$ cat src/rtl/srwt_pkg.sv
package srwt_pkg;

  localparam int PTR_W     = 8;
  localparam int BUF_DEPTH = 1 << PTR_W;
  localparam int SEQ_W     = 32;
  localparam int ACT_W     = 3;
  localparam int SIZE_W    = 9;
  localparam int WIN_W     = 8;

  localparam int INIT_WINDOW  = 16;
  localparam int WIN_LIMIT_RST = 16;

  // lowest-lost search: groups of GRP_SIZE bits, then a pick over NUM_GRP groups
  localparam int GRP_W    = 4;
  localparam int GRP_SIZE = 1 << GRP_W;
  localparam int NUM_GRP  = BUF_DEPTH / GRP_SIZE;

  localparam int IN_DATA_W  = 56;
  localparam int OUT_DATA_W = 64;
  localparam int ADDR_W     = 3;
  localparam int BUS_W      = 32;

  typedef logic [PTR_W-1:0] ptr_t;

  typedef enum logic [ACT_W-1:0] {
    ACT_RECV    = 3'd0,
    ACT_CONFIRM = 3'd1,
    ACT_LOST    = 3'd2,
    ACT_REALIGN = 3'd3,
    ACT_SHRINK  = 3'd4
  } action_t;

  typedef enum logic [2:0] {
    OC_IN_ORDER = 3'd0,
    OC_HOLE     = 3'd1,
    OC_GAP      = 3'd2,
    OC_STALE    = 3'd3,
    OC_NONE     = 3'd4
  } outcome_t;

  typedef enum logic {
    REG_SEQ_GAP      = 1'b0,
    REG_WINDOW_LIMIT = 1'b1
  } reg_sel_t;

  typedef struct packed {
    logic [SEQ_W-1:0] seq_gap;
    logic [WIN_W-1:0] window_limit;
  } cfg_t;

  typedef struct packed {
    logic capture;
    logic exec;
    logic scan1;
    logic scan2;
    logic load;
  } ctrl_cmd_t;

  typedef struct packed {
    logic out_busy;
  } dp_status_t;

  // index of lowest set bit; used for both levels since NUM_GRP equals GRP_SIZE
  function automatic logic [GRP_W-1:0] lowest_set(input logic [GRP_SIZE-1:0] v);
    logic [GRP_W-1:0] r;
    r = '0;
    for (int k = GRP_SIZE - 1; k >= 0; k--) begin
      if (v[k]) begin
        r = GRP_W'(k);
      end
    end
    return r;
  endfunction

endpackage

$ cat src/rtl/srwt_regs.sv
module srwt_regs (
  input  logic                       clk,
  input  logic                       rst,
  input  logic                       psel,
  input  logic                       penable,
  input  logic                       pwrite,
  input  logic [srwt_pkg::ADDR_W-1:0] paddr,
  input  logic [srwt_pkg::BUS_W-1:0]  pwdata,
  output logic [srwt_pkg::BUS_W-1:0]  prdata,
  output logic                       pready,
  output srwt_pkg::cfg_t             cfg
);
  import srwt_pkg::*;

  logic     wr_en;
  reg_sel_t sel;

  assign pready = 1'b1;
  assign wr_en  = psel & penable & pwrite & pready;
  assign sel    = reg_sel_t'(paddr[2]);

  always_ff @(posedge clk) begin
    if (rst) begin
      cfg.seq_gap      <= '0;
      cfg.window_limit <= WIN_W'(WIN_LIMIT_RST);
    end else if (wr_en) begin
      unique case (sel)
        REG_SEQ_GAP:      cfg.seq_gap      <= pwdata;
        REG_WINDOW_LIMIT: cfg.window_limit <= pwdata[WIN_W-1:0];
        default: ;
      endcase
    end
  end

  always_comb begin
    unique case (sel)
      REG_SEQ_GAP:      prdata = cfg.seq_gap;
      REG_WINDOW_LIMIT: prdata = {{(BUS_W-WIN_W){1'b0}}, cfg.window_limit};
      default:          prdata = '0;
    endcase
  end

endmodule

$ cat src/rtl/srwt_ctrl.sv
module srwt_ctrl (
  input  logic                   clk,
  input  logic                   rst,
  input  logic                   s_tvalid,
  output logic                   s_tready,
  input  srwt_pkg::dp_status_t   status,
  output srwt_pkg::ctrl_cmd_t    cmd
);
  import srwt_pkg::*;

  typedef enum logic [4:0] {
    ST_IDLE  = 5'b00001,
    ST_EXEC  = 5'b00010,
    ST_SCAN1 = 5'b00100,
    ST_SCAN2 = 5'b01000,
    ST_LOAD  = 5'b10000
  } state_t;

  state_t state, state_next;

  always_ff @(posedge clk) begin
    if (rst) begin
      state <= ST_IDLE;
    end else begin
      state <= state_next;
    end
  end

  always_comb begin
    state_next = state;
    cmd        = '0;
    s_tready   = 1'b0;
    unique case (state)
      ST_IDLE: begin
        s_tready    = 1'b1;
        cmd.capture = s_tvalid;
        if (s_tvalid) begin
          state_next = ST_EXEC;
        end
      end
      ST_EXEC: begin
        cmd.exec   = 1'b1;
        state_next = ST_SCAN1;
      end
      ST_SCAN1: begin
        cmd.scan1  = 1'b1;
        state_next = ST_SCAN2;
      end
      ST_SCAN2: begin
        cmd.scan2  = 1'b1;
        state_next = ST_LOAD;
      end
      ST_LOAD: begin
        if (!status.out_busy) begin
          cmd.load   = 1'b1;
          state_next = ST_IDLE;
        end
      end
      default: state_next = ST_IDLE;
    endcase
  end

endmodule

$ cat src/rtl/srwt_dp.sv
module srwt_dp (
  input  logic                            clk,
  input  logic                            rst,
  input  srwt_pkg::cfg_t                  cfg,
  input  srwt_pkg::ctrl_cmd_t             cmd,
  output srwt_pkg::dp_status_t            status,
  input  logic [srwt_pkg::IN_DATA_W-1:0]  s_tdata,
  input  logic [srwt_pkg::ACT_W-1:0]      s_tuser,
  output logic                            m_tvalid,
  input  logic                            m_tready,
  output logic [srwt_pkg::OUT_DATA_W-1:0] m_tdata,
  output logic [2:0]                      m_tuser
);
  import srwt_pkg::*;

  // captured item
  logic [ACT_W-1:0]  it_act;
  logic [SEQ_W-1:0]  it_seq;
  ptr_t              it_slot;
  logic [SIZE_W-1:0] it_size;
  ptr_t              it_idx;

  // window state
  ptr_t             next_pos, end_pos, start_pos;
  logic [SEQ_W-1:0] expected_seq;
  logic [BUF_DEPTH-1:0] lost_map;
  outcome_t         outcome;

  ptr_t             next_pos_next, end_pos_next, start_pos_next;
  logic [SEQ_W-1:0] expected_seq_next;
  logic [BUF_DEPTH-1:0] set_mask, clr_mask, gap_mask, hit_idx, hit_slot;
  outcome_t         outcome_next;

  ptr_t gap_span, shrink_target, shrink_dif;

  // search
  logic [NUM_GRP-1:0]            grp_any;
  logic [NUM_GRP-1:0][GRP_W-1:0] grp_low;
  logic [GRP_W-1:0]              grp_sel;
  logic                          low_found;
  ptr_t                          low_idx;

  ptr_t             send_slot_c;
  logic [SEQ_W-1:0] ack_c;

  assign status.out_busy = m_tvalid & ~m_tready;

  always_ff @(posedge clk) begin
    if (cmd.capture) begin
      it_act  <= s_tuser;
      it_seq  <= s_tdata[SEQ_W-1:0];
      it_slot <= s_tdata[SEQ_W +: PTR_W];
      it_size <= s_tdata[SEQ_W+PTR_W +: SIZE_W];
      it_idx  <= s_tdata[PTR_W-1:0] - cfg.seq_gap[PTR_W-1:0];
    end
  end

  assign gap_span      = it_idx - next_pos;
  assign shrink_target = start_pos + it_size[PTR_W-1:0];
  assign shrink_dif    = end_pos - shrink_target;
  assign hit_idx       = BUF_DEPTH'(1) << it_idx;
  assign hit_slot      = BUF_DEPTH'(1) << it_slot;

  always_comb begin
    for (int i = 0; i < BUF_DEPTH; i++) begin
      gap_mask[i] = (ptr_t'(i) - next_pos) < gap_span;
    end
  end

  always_comb begin
    next_pos_next     = next_pos;
    end_pos_next      = end_pos;
    start_pos_next    = start_pos;
    expected_seq_next = expected_seq;
    set_mask          = '0;
    clr_mask          = '0;
    outcome_next      = OC_NONE;
    unique case (it_act)
      ACT_RECV: begin
        if (it_seq == expected_seq) begin
          next_pos_next     = next_pos + 1'b1;
          end_pos_next      = end_pos + 1'b1;
          expected_seq_next = it_seq + 1'b1;
          outcome_next      = OC_IN_ORDER;
        end else if (lost_map[it_idx]) begin
          clr_mask     = hit_idx;
          outcome_next = OC_HOLE;
        end else if (it_seq > expected_seq) begin
          set_mask          = gap_mask;
          next_pos_next     = it_idx + 1'b1;
          end_pos_next      = it_idx + cfg.window_limit + 1'b1;
          expected_seq_next = it_seq + 1'b1;
          outcome_next      = OC_GAP;
        end else begin
          outcome_next = OC_STALE;
        end
      end
      ACT_CONFIRM: begin
        if (it_slot == next_pos) begin
          next_pos_next     = next_pos + 1'b1;
          expected_seq_next = expected_seq + 1'b1;
        end else begin
          clr_mask = hit_slot;
        end
      end
      ACT_LOST:    set_mask = hit_slot;
      ACT_REALIGN: start_pos_next = low_found ? low_idx : next_pos;
      ACT_SHRINK: begin
        if (shrink_dif > cfg.window_limit) begin
          end_pos_next = shrink_target;
        end
      end
      default: ;
    endcase
  end

  always_ff @(posedge clk) begin
    if (rst) begin
      next_pos     <= '0;
      end_pos      <= PTR_W'(INIT_WINDOW);
      start_pos    <= '0;
      expected_seq <= '0;
      lost_map     <= '0;
    end else if (cmd.exec) begin
      next_pos     <= next_pos_next;
      end_pos      <= end_pos_next;
      start_pos    <= start_pos_next;
      expected_seq <= expected_seq_next;
      lost_map     <= (lost_map | set_mask) & ~clr_mask;
    end
  end

  always_ff @(posedge clk) begin
    if (cmd.exec) begin
      outcome <= outcome_next;
    end
  end

  // lowest lost slot, two registered levels; holds between items
  always_ff @(posedge clk) begin
    if (cmd.scan1) begin
      for (int g = 0; g < NUM_GRP; g++) begin
        grp_any[g] <= |lost_map[g*GRP_SIZE +: GRP_SIZE];
        grp_low[g] <= lowest_set(lost_map[g*GRP_SIZE +: GRP_SIZE]);
      end
    end
  end

  assign grp_sel = lowest_set(grp_any);

  always_ff @(posedge clk) begin
    if (rst) begin
      low_found <= 1'b0;
    end else if (cmd.scan2) begin
      low_found <= |grp_any;
    end
  end

  always_ff @(posedge clk) begin
    if (cmd.scan2) begin
      low_idx <= {grp_sel, grp_low[grp_sel]};
    end
  end

  assign send_slot_c = low_found ? low_idx : next_pos;
  assign ack_c       = low_found ? cfg.seq_gap + {{(SEQ_W-PTR_W){1'b0}}, low_idx}
                                 : expected_seq;

  always_ff @(posedge clk) begin
    if (rst) begin
      m_tvalid <= 1'b0;
    end else if (cmd.load) begin
      m_tvalid <= 1'b1;
    end else if (m_tready) begin
      m_tvalid <= 1'b0;
    end
  end

  always_ff @(posedge clk) begin
    if (cmd.load) begin
      m_tuser <= outcome;
      m_tdata <= {start_pos, end_pos - next_pos, end_pos - send_slot_c, send_slot_c, ack_c};
    end
  end

endmodule

$ cat src/rtl/selective_repeat_window_tracker_top.sv
// channel  dir  handshake            payload
// s        in   s_tvalid / s_tready  tuser: action; tdata: seq, slot, size
// m        out  m_tvalid / m_tready  tuser: outcome; tdata: ack_seq .. start_slot
// apb      in   psel/penable/pready  0x0 seq_gap, 0x4 window_limit
//
// Each item goes through accept, update, a two-level lowest-lost search over the flop bitmap
// and result load, in that order; no new item is accepted before that load.
// rst is synchronous; it clears pointers, the lost bitmap and the output valid.
// A new item is taken while the previous result waits; its result waits for m_tready.
module selective_repeat_window_tracker_top (
  input  logic                            clk,
  input  logic                            rst,
  input  logic                            s_tvalid,
  output logic                            s_tready,
  input  logic [srwt_pkg::IN_DATA_W-1:0]  s_tdata,  // seq[31:0], slot[39:32], size[48:40]
  input  logic [srwt_pkg::ACT_W-1:0]      s_tuser,  // action[2:0]
  output logic                            m_tvalid,
  input  logic                            m_tready,
  output logic [srwt_pkg::OUT_DATA_W-1:0] m_tdata,  // ack_seq[31:0], send_slot[39:32],
                                                    // send_window[47:40], window[55:48],
                                                    // start_slot[63:56]
  output logic [2:0]                      m_tuser,  // outcome[2:0]
  input  logic                            psel,
  input  logic                            penable,
  input  logic                            pwrite,
  input  logic [srwt_pkg::ADDR_W-1:0]     paddr,
  input  logic [srwt_pkg::BUS_W-1:0]      pwdata,
  output logic [srwt_pkg::BUS_W-1:0]      prdata,
  output logic                            pready
);
  import srwt_pkg::*;

  cfg_t       cfg;
  ctrl_cmd_t  cmd;
  dp_status_t status;

  srwt_regs u_regs (
    .clk     (clk),
    .rst     (rst),
    .psel    (psel),
    .penable (penable),
    .pwrite  (pwrite),
    .paddr   (paddr),
    .pwdata  (pwdata),
    .prdata  (prdata),
    .pready  (pready),
    .cfg     (cfg)
  );

  srwt_ctrl u_ctrl (
    .clk      (clk),
    .rst      (rst),
    .s_tvalid (s_tvalid),
    .s_tready (s_tready),
    .status   (status),
    .cmd      (cmd)
  );

  srwt_dp u_dp (
    .clk      (clk),
    .rst      (rst),
    .cfg      (cfg),
    .cmd      (cmd),
    .status   (status),
    .s_tdata  (s_tdata),
    .s_tuser  (s_tuser),
    .m_tvalid (m_tvalid),
    .m_tready (m_tready),
    .m_tdata  (m_tdata),
    .m_tuser  (m_tuser)
  );

endmodule
$ cat config.mk
export PLATFORM = sky130hd
export DESIGN_NAME = selective_repeat_window_tracker_top
export DESIGN_NICKNAME = d
export VERILOG_FILES = /design/src/rtl/srwt_pkg.sv /design/src/rtl/srwt_regs.sv /design/src/rtl/srwt_ctrl.sv /design/src/rtl/srwt_dp.sv /design/src/rtl/selective_repeat_window_tracker_top.sv
export SDC_FILE = /design/constraint.sdc
export NUM_CORES = 2
export LEC_CHECK = 0
export ABC_AREA = 1
export BUFFER_PORTS_ARGS = -buffer_cell sky130_fd_sc_hd__buf_2
export CORE_MARGIN = 5
export CORE_UTILIZATION = 45
export DETAILED_ROUTE_END_ITERATION = 10
export PLACE_DENSITY = 0.61
export SLEW_MARGIN = 15
export SYNTH_ARGS = -nofsm -noshare
export SYNTH_HDL_FRONTEND = slang
export SYNTH_SLANG_ARGS = --single-unit
$ cat constraint.sdc
create_clock -name clk -period 20.5 [get_ports clk]
set_input_delay 0 -clock clk [delete_from_list [all_inputs] [get_ports clk]]
set_output_delay 0 -clock clk [all_outputs]
set_load 0.02 [all_outputs]
## Word level (Yosys, flattened, before mapping)

Index checks and enable logic that the tools add are counted.

- Eq/ne operators: 17
- $add $sub $neg: 270
- Shift operators: 2
- Order comparisons: 260
- Reduce and logical (&&, ||, !) cells: 77
- Bitwise logic cells: 9
- Multiplexer cells: 301

Operators by type and width:

| kind | count |
|---|---|
| $lt A8 B8 Y1 | 256 |
| $mux W256 | 6 |
| $pmux W256 S2 | 2 |
| $sub A8 B8 Y8 const A | 128 |
| $mux W4 | 145 |
| $shl A1 B8 Y256 const A | 2 |
| $sub A7 B8 Y8 const A | 64 |
| $reduce_or A16 Y1 | 17 |
| $and A256 B256 Y256 | 1 |
| $not A256 Y256 | 1 |
| $or A256 B256 Y256 | 1 |
| $sub A6 B8 Y8 const A | 32 |
| $mux W3 | 66 |
| $mux W32 | 5 |
| $pmux W32 S2 | 2 |
| $reduce_or A8 Y1 | 16 |
| $sub A5 B8 Y8 const A | 16 |
| $mux W8 | 9 |
| $add A32 B1 Y32 const B | 2 |
| $mux W2 | 32 |
| $reduce_or A4 Y1 | 16 |
| $sub A4 B8 Y8 const A | 8 |
| $sub A8 B8 Y8 | 5 |
| $reduce_or A2 Y1 | 17 |
| other kinds (37) | 87 |

- Input port bits: 101
- Register bits: 576
- Word-level logic and storage cells: 1022
- Output and inout port bits: 102

## Longest topological paths before layout

- Word-level depth: 18
- Mapped depth: 24
- Depth with buffers taken out: 24

## Modules after synthesis

A second synthesis with hierarchy kept.

- Cells, all modules: 9391
- Area total of the unflattened synthesis: 58471.1 um2

By module, submodules not included:

| module | times used | cells each | area each (um2) |
|---|---|---|---|
| srwt_dp | 1 | 9014 | 56155.1 |
| srwt_regs | 1 | 332 | 1998.2 |
| srwt_ctrl | 1 | 45 | 317.8 |

## Worst setup path before layout

No wires, ideal clock.

- Path type: flip-flop to flip-flop
- Start point: reg u_dp.next_pos[3]
- End point: reg u_dp.lost_map[248]
- Stages on the path, launching flop included: 21
- Buffers on the path: 2
- Clock period less this slack: 15178 ps
- Library setup time: 70 ps
- Arrival: 15108 ps
- Path slack: 5322 ps
- Path through: dfxtp_1 clkbuf_1 inv_1 clkbuf_1 ha_1 nand2_1 inv_1 nand4_1 nand3_1 nand2_2 nand2_1 a21oi_1 xor2_1 ha_1 nand2_1 nor2_1 a211oi_1 o311ai_0 o21ai_0 nand2_1 a21oi_1

- Cells in the longest elaborated chain, start to end: 8
- Elaborated cells on any way between the ends: 13

RTL lines:

| item | line | text |
|---|---|---|
| start, declared | srwt_dp.sv:24 | `ptr_t next_pos, end_pos, start_pos;` |
| start signal, assigned | srwt_dp.sv:125 | `next_pos <= next_pos_next;` |
| $sub A8 B8 Y8, on equally long branches | srwt_dp.sv:66, srwt_dp.sv:58 |  |
| $lt A8 B8 Y1 | srwt_dp.sv:66 | `gap_mask[i] = (ptr_t'(i) - next_pos) < gap_span;` |
| $mux W256 | srwt_dp.sv:88 | `end else if (it_seq > expected_seq) begin` |
| $mux W256 | srwt_dp.sv:85 | `end else if (lost_map[it_idx]) begin` |
| $mux W256 | srwt_dp.sv:80 | `if (it_seq == expected_seq) begin` |
| $pmux W256 S2 | srwt_dp.sv:78 | `unique case (it_act)` |
| $or A256 B256 Y256 | srwt_dp.sv:129 | `lost_map <= (lost_map \| set_mask) & ~clr_mask;` |
| $and A256 B256 Y256 * | srwt_dp.sv:129 |  |
| end signal, assigned | srwt_dp.sv:129 |  |
| end, declared | srwt_dp.sv:26 | `logic [BUF_DEPTH-1:0] lost_map;` |

Every way passes the cells marked *; elsewhere a longest branch is shown, timed or not.
A chain may end at the register's enable or synchronous reset.

## Final worst setup path

- Start point: reg u_dp.it_idx[0]
- End point: reg u_dp.lost_map[50]

- Cells in the longest elaborated chain, start to end: 8
- Elaborated cells on any way between the ends: 15

RTL lines:

| item | line | text |
|---|---|---|
| start, declared | srwt_dp.sv:21 | `ptr_t it_idx;` |
| start signal, assigned | srwt_dp.sv:54 | `it_idx <= s_tdata[PTR_W-1:0] - cfg.seq_gap[PTR_W-1:0];` |
| $sub A8 B8 Y8 | srwt_dp.sv:58 | `assign gap_span = it_idx - next_pos;` |
| $lt A8 B8 Y1 | srwt_dp.sv:66 |  |
| $mux W256 | srwt_dp.sv:88 |  |
| $mux W256 | srwt_dp.sv:85 |  |
| $mux W256 | srwt_dp.sv:80 |  |
| $pmux W256 S2 | srwt_dp.sv:78 |  |
| $or A256 B256 Y256 | srwt_dp.sv:129 |  |
| $and A256 B256 Y256 * | srwt_dp.sv:129 |  |

Every way passes the cells marked *; elsewhere a longest branch is shown, timed or not. The select of a mux whose other input is x is not followed.

==> results.sh <==
export IMPL_outcome="finished clean"
export IMPL_rrSetupSlack_ns=13.27
export IMPL_ys_flop_type="dfxtp_1"
export IMPL_place_congestion=1.093
export IMPL_port_buffers=191
export IMPL_cts_htree_levels=3
export IMPL_synth_top_area_share_pct=18.23
export IMPL_insertion_delay_ns=0.67
export IMPL_yosysSeqAreaShare_pct=22.68
export IMPL_cts_made_buffers=69
export IMPL_grt_pass1_vias=62390
export IMPL_final_layout_size_suffix_gt1_share_pct=5.173
export IMPL_yosys_warnings=0
export IMPL_setup_viol=0
export IMPL_reg2reg_from="u_dp.it_idx[0]$_DFFE_PP_"
export IMPL_wl_per_cell_um=26.16
export IMPL_required_ns=21.08
export IMPL_max_slew_worst_pin_slew_ns=1.351
export IMPL_area_growth_pct=8.793
export IMPL_regToRegEndpoint="u_dp.lost_map[50]$_SDFFE_PP0P_"
export IMPL_mostFrequentLayoutCell="nand2_1"
export IMPL_startpoint="u_dp.it_idx[0]$_DFFE_PP_"
export IMPL_slew_viol_final=0
export IMPL_root_buffer="clkbuf_16"
export IMPL_ff2ff_path_depth=22
export IMPL_clockBufferDepth=3
export IMPL_first_pass_iters=9
export IMPL_clkSinkCount=576
export IMPL_ios=203
export IMPL_final_period_utilization_pct=35.27
export IMPL_die_x_um=376.4
export IMPL_yosysUniqueCellTypes=54
export IMPL_start_util_pct=45.27
export IMPL_die_area_mm2=0.1417
export IMPL_via_per_inst=5.920
export IMPL_setup_worst_path_class="flop to flop"
export IMPL_drt_wl_total_um=306000
export IMPL_drc=0
export IMPL_worstSetupEndpoint="u_dp.lost_map[50]$_SDFFE_PP0P_"
export IMPL_hold_class="input port to flop"
export IMPL_path_clk_slew_ns=0.06
export IMPL_layout_common_cells="nand2_1 (2932), inv_1 (1187), nor2_1 (925)"
export IMPL_rsz0062_at_grt="false"
export IMPL_drv_cap=0
export IMPL_fin_crit_ns=7.230
export IMPL_row_count=134
export IMPL_antenna_found_initial=31
export IMPL_synthArstFlopShare_pct=0
export IMPL_gr_usage_all_layers_pct=41.26
export IMPL_cellPowerDensity_mw_per_mm2=66.88
export IMPL_synth_edf_count=217
export IMPL_fin_nets=10570
export IMPL_leakage_nw=30.87
export IMPL_netlist_top_cells_area="nand2_1 (18%), ha_1 (12%), dfxtp_1 (12%)"
export IMPL_ys_ff_latch=576
export IMPL_chipHeight_um=376.4
export IMPL_synth_area_mm2=0.06042
export IMPL_synth_top_area_cell="nand2_1"
export IMPL_critPathCaptureType="flop"
export IMPL_cts_tree="yes"
export IMPL_core_area_mm2=0.1335
export IMPL_ctsResizeCount=0
export IMPL_ant_nets=0
export IMPL_peakVddDrop_mv=0.05242
export IMPL_fin_skew_ns=0.02913
export IMPL_worst_setup_path_start_kind="flop"
export IMPL_p_total_mw=4.396
export IMPL_grt_max_degree=188
export IMPL_grt_overflow=0
export IMPL_hold_viol=0
export IMPL_place_hpwl_um=224000
export IMPL_syn_avg_cell_area_um2=6.109
export IMPL_slew_headroom_pct=9.600
export IMPL_arrival_ns=7.81
export IMPL_worstPathMaxFanout=174
export IMPL_fmax_mhz=138.3
export IMPL_postLayoutCoreUtil_pct=49.25
export IMPL_initialDrtViolationCount=9104
export IMPL_syn_nets=10600
export IMPL_grt_pass1_wl_um=432500
export IMPL_synthCells=9890
export IMPL_vias=69240
export IMPL_final_setup_tns_ns=0
[synth_stat cells, types with 26 or more instances]
cell type,instances
a21oi_1,852
o21ai_0,750
nand4_1,242
nor3_1,131
nand2_1,2935
buf_2,101
o311ai_0,30
nand3_1,479
buf_1,50
buf_6,26
o211ai_1,26
inv_1,1197
ha_1,599
nor2_1,931
edfxtp_1,217
clkbuf_1,330
a21o_1,47
o21ai_1,75
dfxtp_1,359
nor4_1,33
xor2_1,279
[sequential cells by signal (all words and copies together), names as in the netlist, 16 cells and up]
signal / count
u_dp.lost_map: 256
u_dp.m_tdata: 64
u_dp.grp_any: 16
u_dp.it_seq: 32
u_dp.grp_low: 64
u_regs.cfg: 40
u_dp.expected_seq: 32
[kinds of logic (layout without fill, tap and decap cells)]
family / count (synthesis) / in the layout / synth area share, %
flip-flops: 576 / 576 / 22.68
multiplexers: 1 / 1 / 0.01657
buffers and inverters: 1731 / 1758 / 11.37
XOR/XNOR: 301 / 301 / 4.363
AO/OA/AOI/OAI: 1865 / 1865 / 16.26
adder cells (fa/ha/maj): 608 / 608 / 12.70
other: 1 / 12 / 0.006207
AND/OR/NAND/NOR: 4807 / 4807 / 32.60
[per-layer routing]
| metal | vias up | track usage [%] | share of wire, % |
|---|---|---|---|
| li1 | 32150 | - | - |
| met4 | 22 | 27.63 | 8.1 |
| met1 | 32100 | 51.47 | 38 |
| met2 | 4016 | 59.86 | 40 |
| met5 | - | 0 | 0.047 |
| met3 | 955 | 14.37 | 13 |
[power breakdown]
part | internal, mW | leakage, nW | total, mW | switching [mW]
Combinational | 0.505 | 24.8 | 1.90 | 1.39
Sequential | 1.20 | 5.00 | 1.22 | 0.0188
Clock | 0.719 | 1.09 | 1.28 | 0.559
[per-stage QoR]
| step | worst slack, ns | hold slack, ns | instances | instance area [µm²] |
|---|---|---|---|---|
| after floorplan | 5.322 | 0.09887 | 9890 | 60420 |
| final | 13.27 | 0.06273 | 11700 | 65730 |
| after CTS | 13.61 | 0.01772 | 11690 | 65690 |
| after global placement | 13.70 | 0.1764 | 11470 | 62550 |
| after global routing | 13.21 | 0.05257 | 11690 | 65700 |
| after detailed placement | 13.63 | 0.1781 | 11470 | 62550 |
[worst max-delay path, cell delays in order (launching register included)]
cell and delay, ns:
edfxtp_1 0.37, buf_12 0.63, inv_4 0.37, nand2_1 0.24, inv_1 0.10, fa_1 0.40, inv_1 0.24, nand3_1 0.12
nand2_1 0.14, a21oi_1 0.07, o21ai_0 0.27, xnor2_2 0.14, buf_4 0.35, buf_4 0.72, buf_4 0.75, ha_1 0.37
nand2_1 0.09, o21ai_0 0.08, nor3_1 0.62, nand4_1 0.47, nand2_1 0.16, nand2_1 0.06, a21oi_1 0.11
[cell type report]
cell class,instances,area [µm²]
clock buffer,101,1999
sequential,576,13710
timing repair buffer,418,2970
multi-input combinational,7583,39980
tap,1768,2212
clock inverter,26,245.2
inverter,1213,4582
fill,14030,67730
antenna,11,27.53
[timing repair]
action,4_1_cts,5_1_grt
endpoints found under the hold margin,126,0
setup buffers,0,0
setup endpoints to repair,0,0
hold buffers,89,0
[how the worst min path moves through the flow]
stage                                      endpoint        start  slack [ns]  depth (start not counted)
final                     u_dp.it_size[7]$_DFFE_PP_  s_tdata[47]        0.06                          2
after global routing      u_dp.it_seq[30]$_DFFE_PP_  s_tdata[30]        0.05                          2
after CTS                 u_dp.it_seq[25]$_DFFE_PP_  s_tdata[25]        0.02                          2
after detailed placement  u_dp.it_slot[3]$_DFFE_PP_  s_tdata[35]        0.18                          1
after global placement    u_dp.it_seq[23]$_DFFE_PP_  s_tdata[23]        0.18                          1
after floorplan            u_dp.it_act[0]$_DFFE_PP_   s_tuser[0]         0.1                          0
No activity file was read; power rests on OpenSTA's default activity.
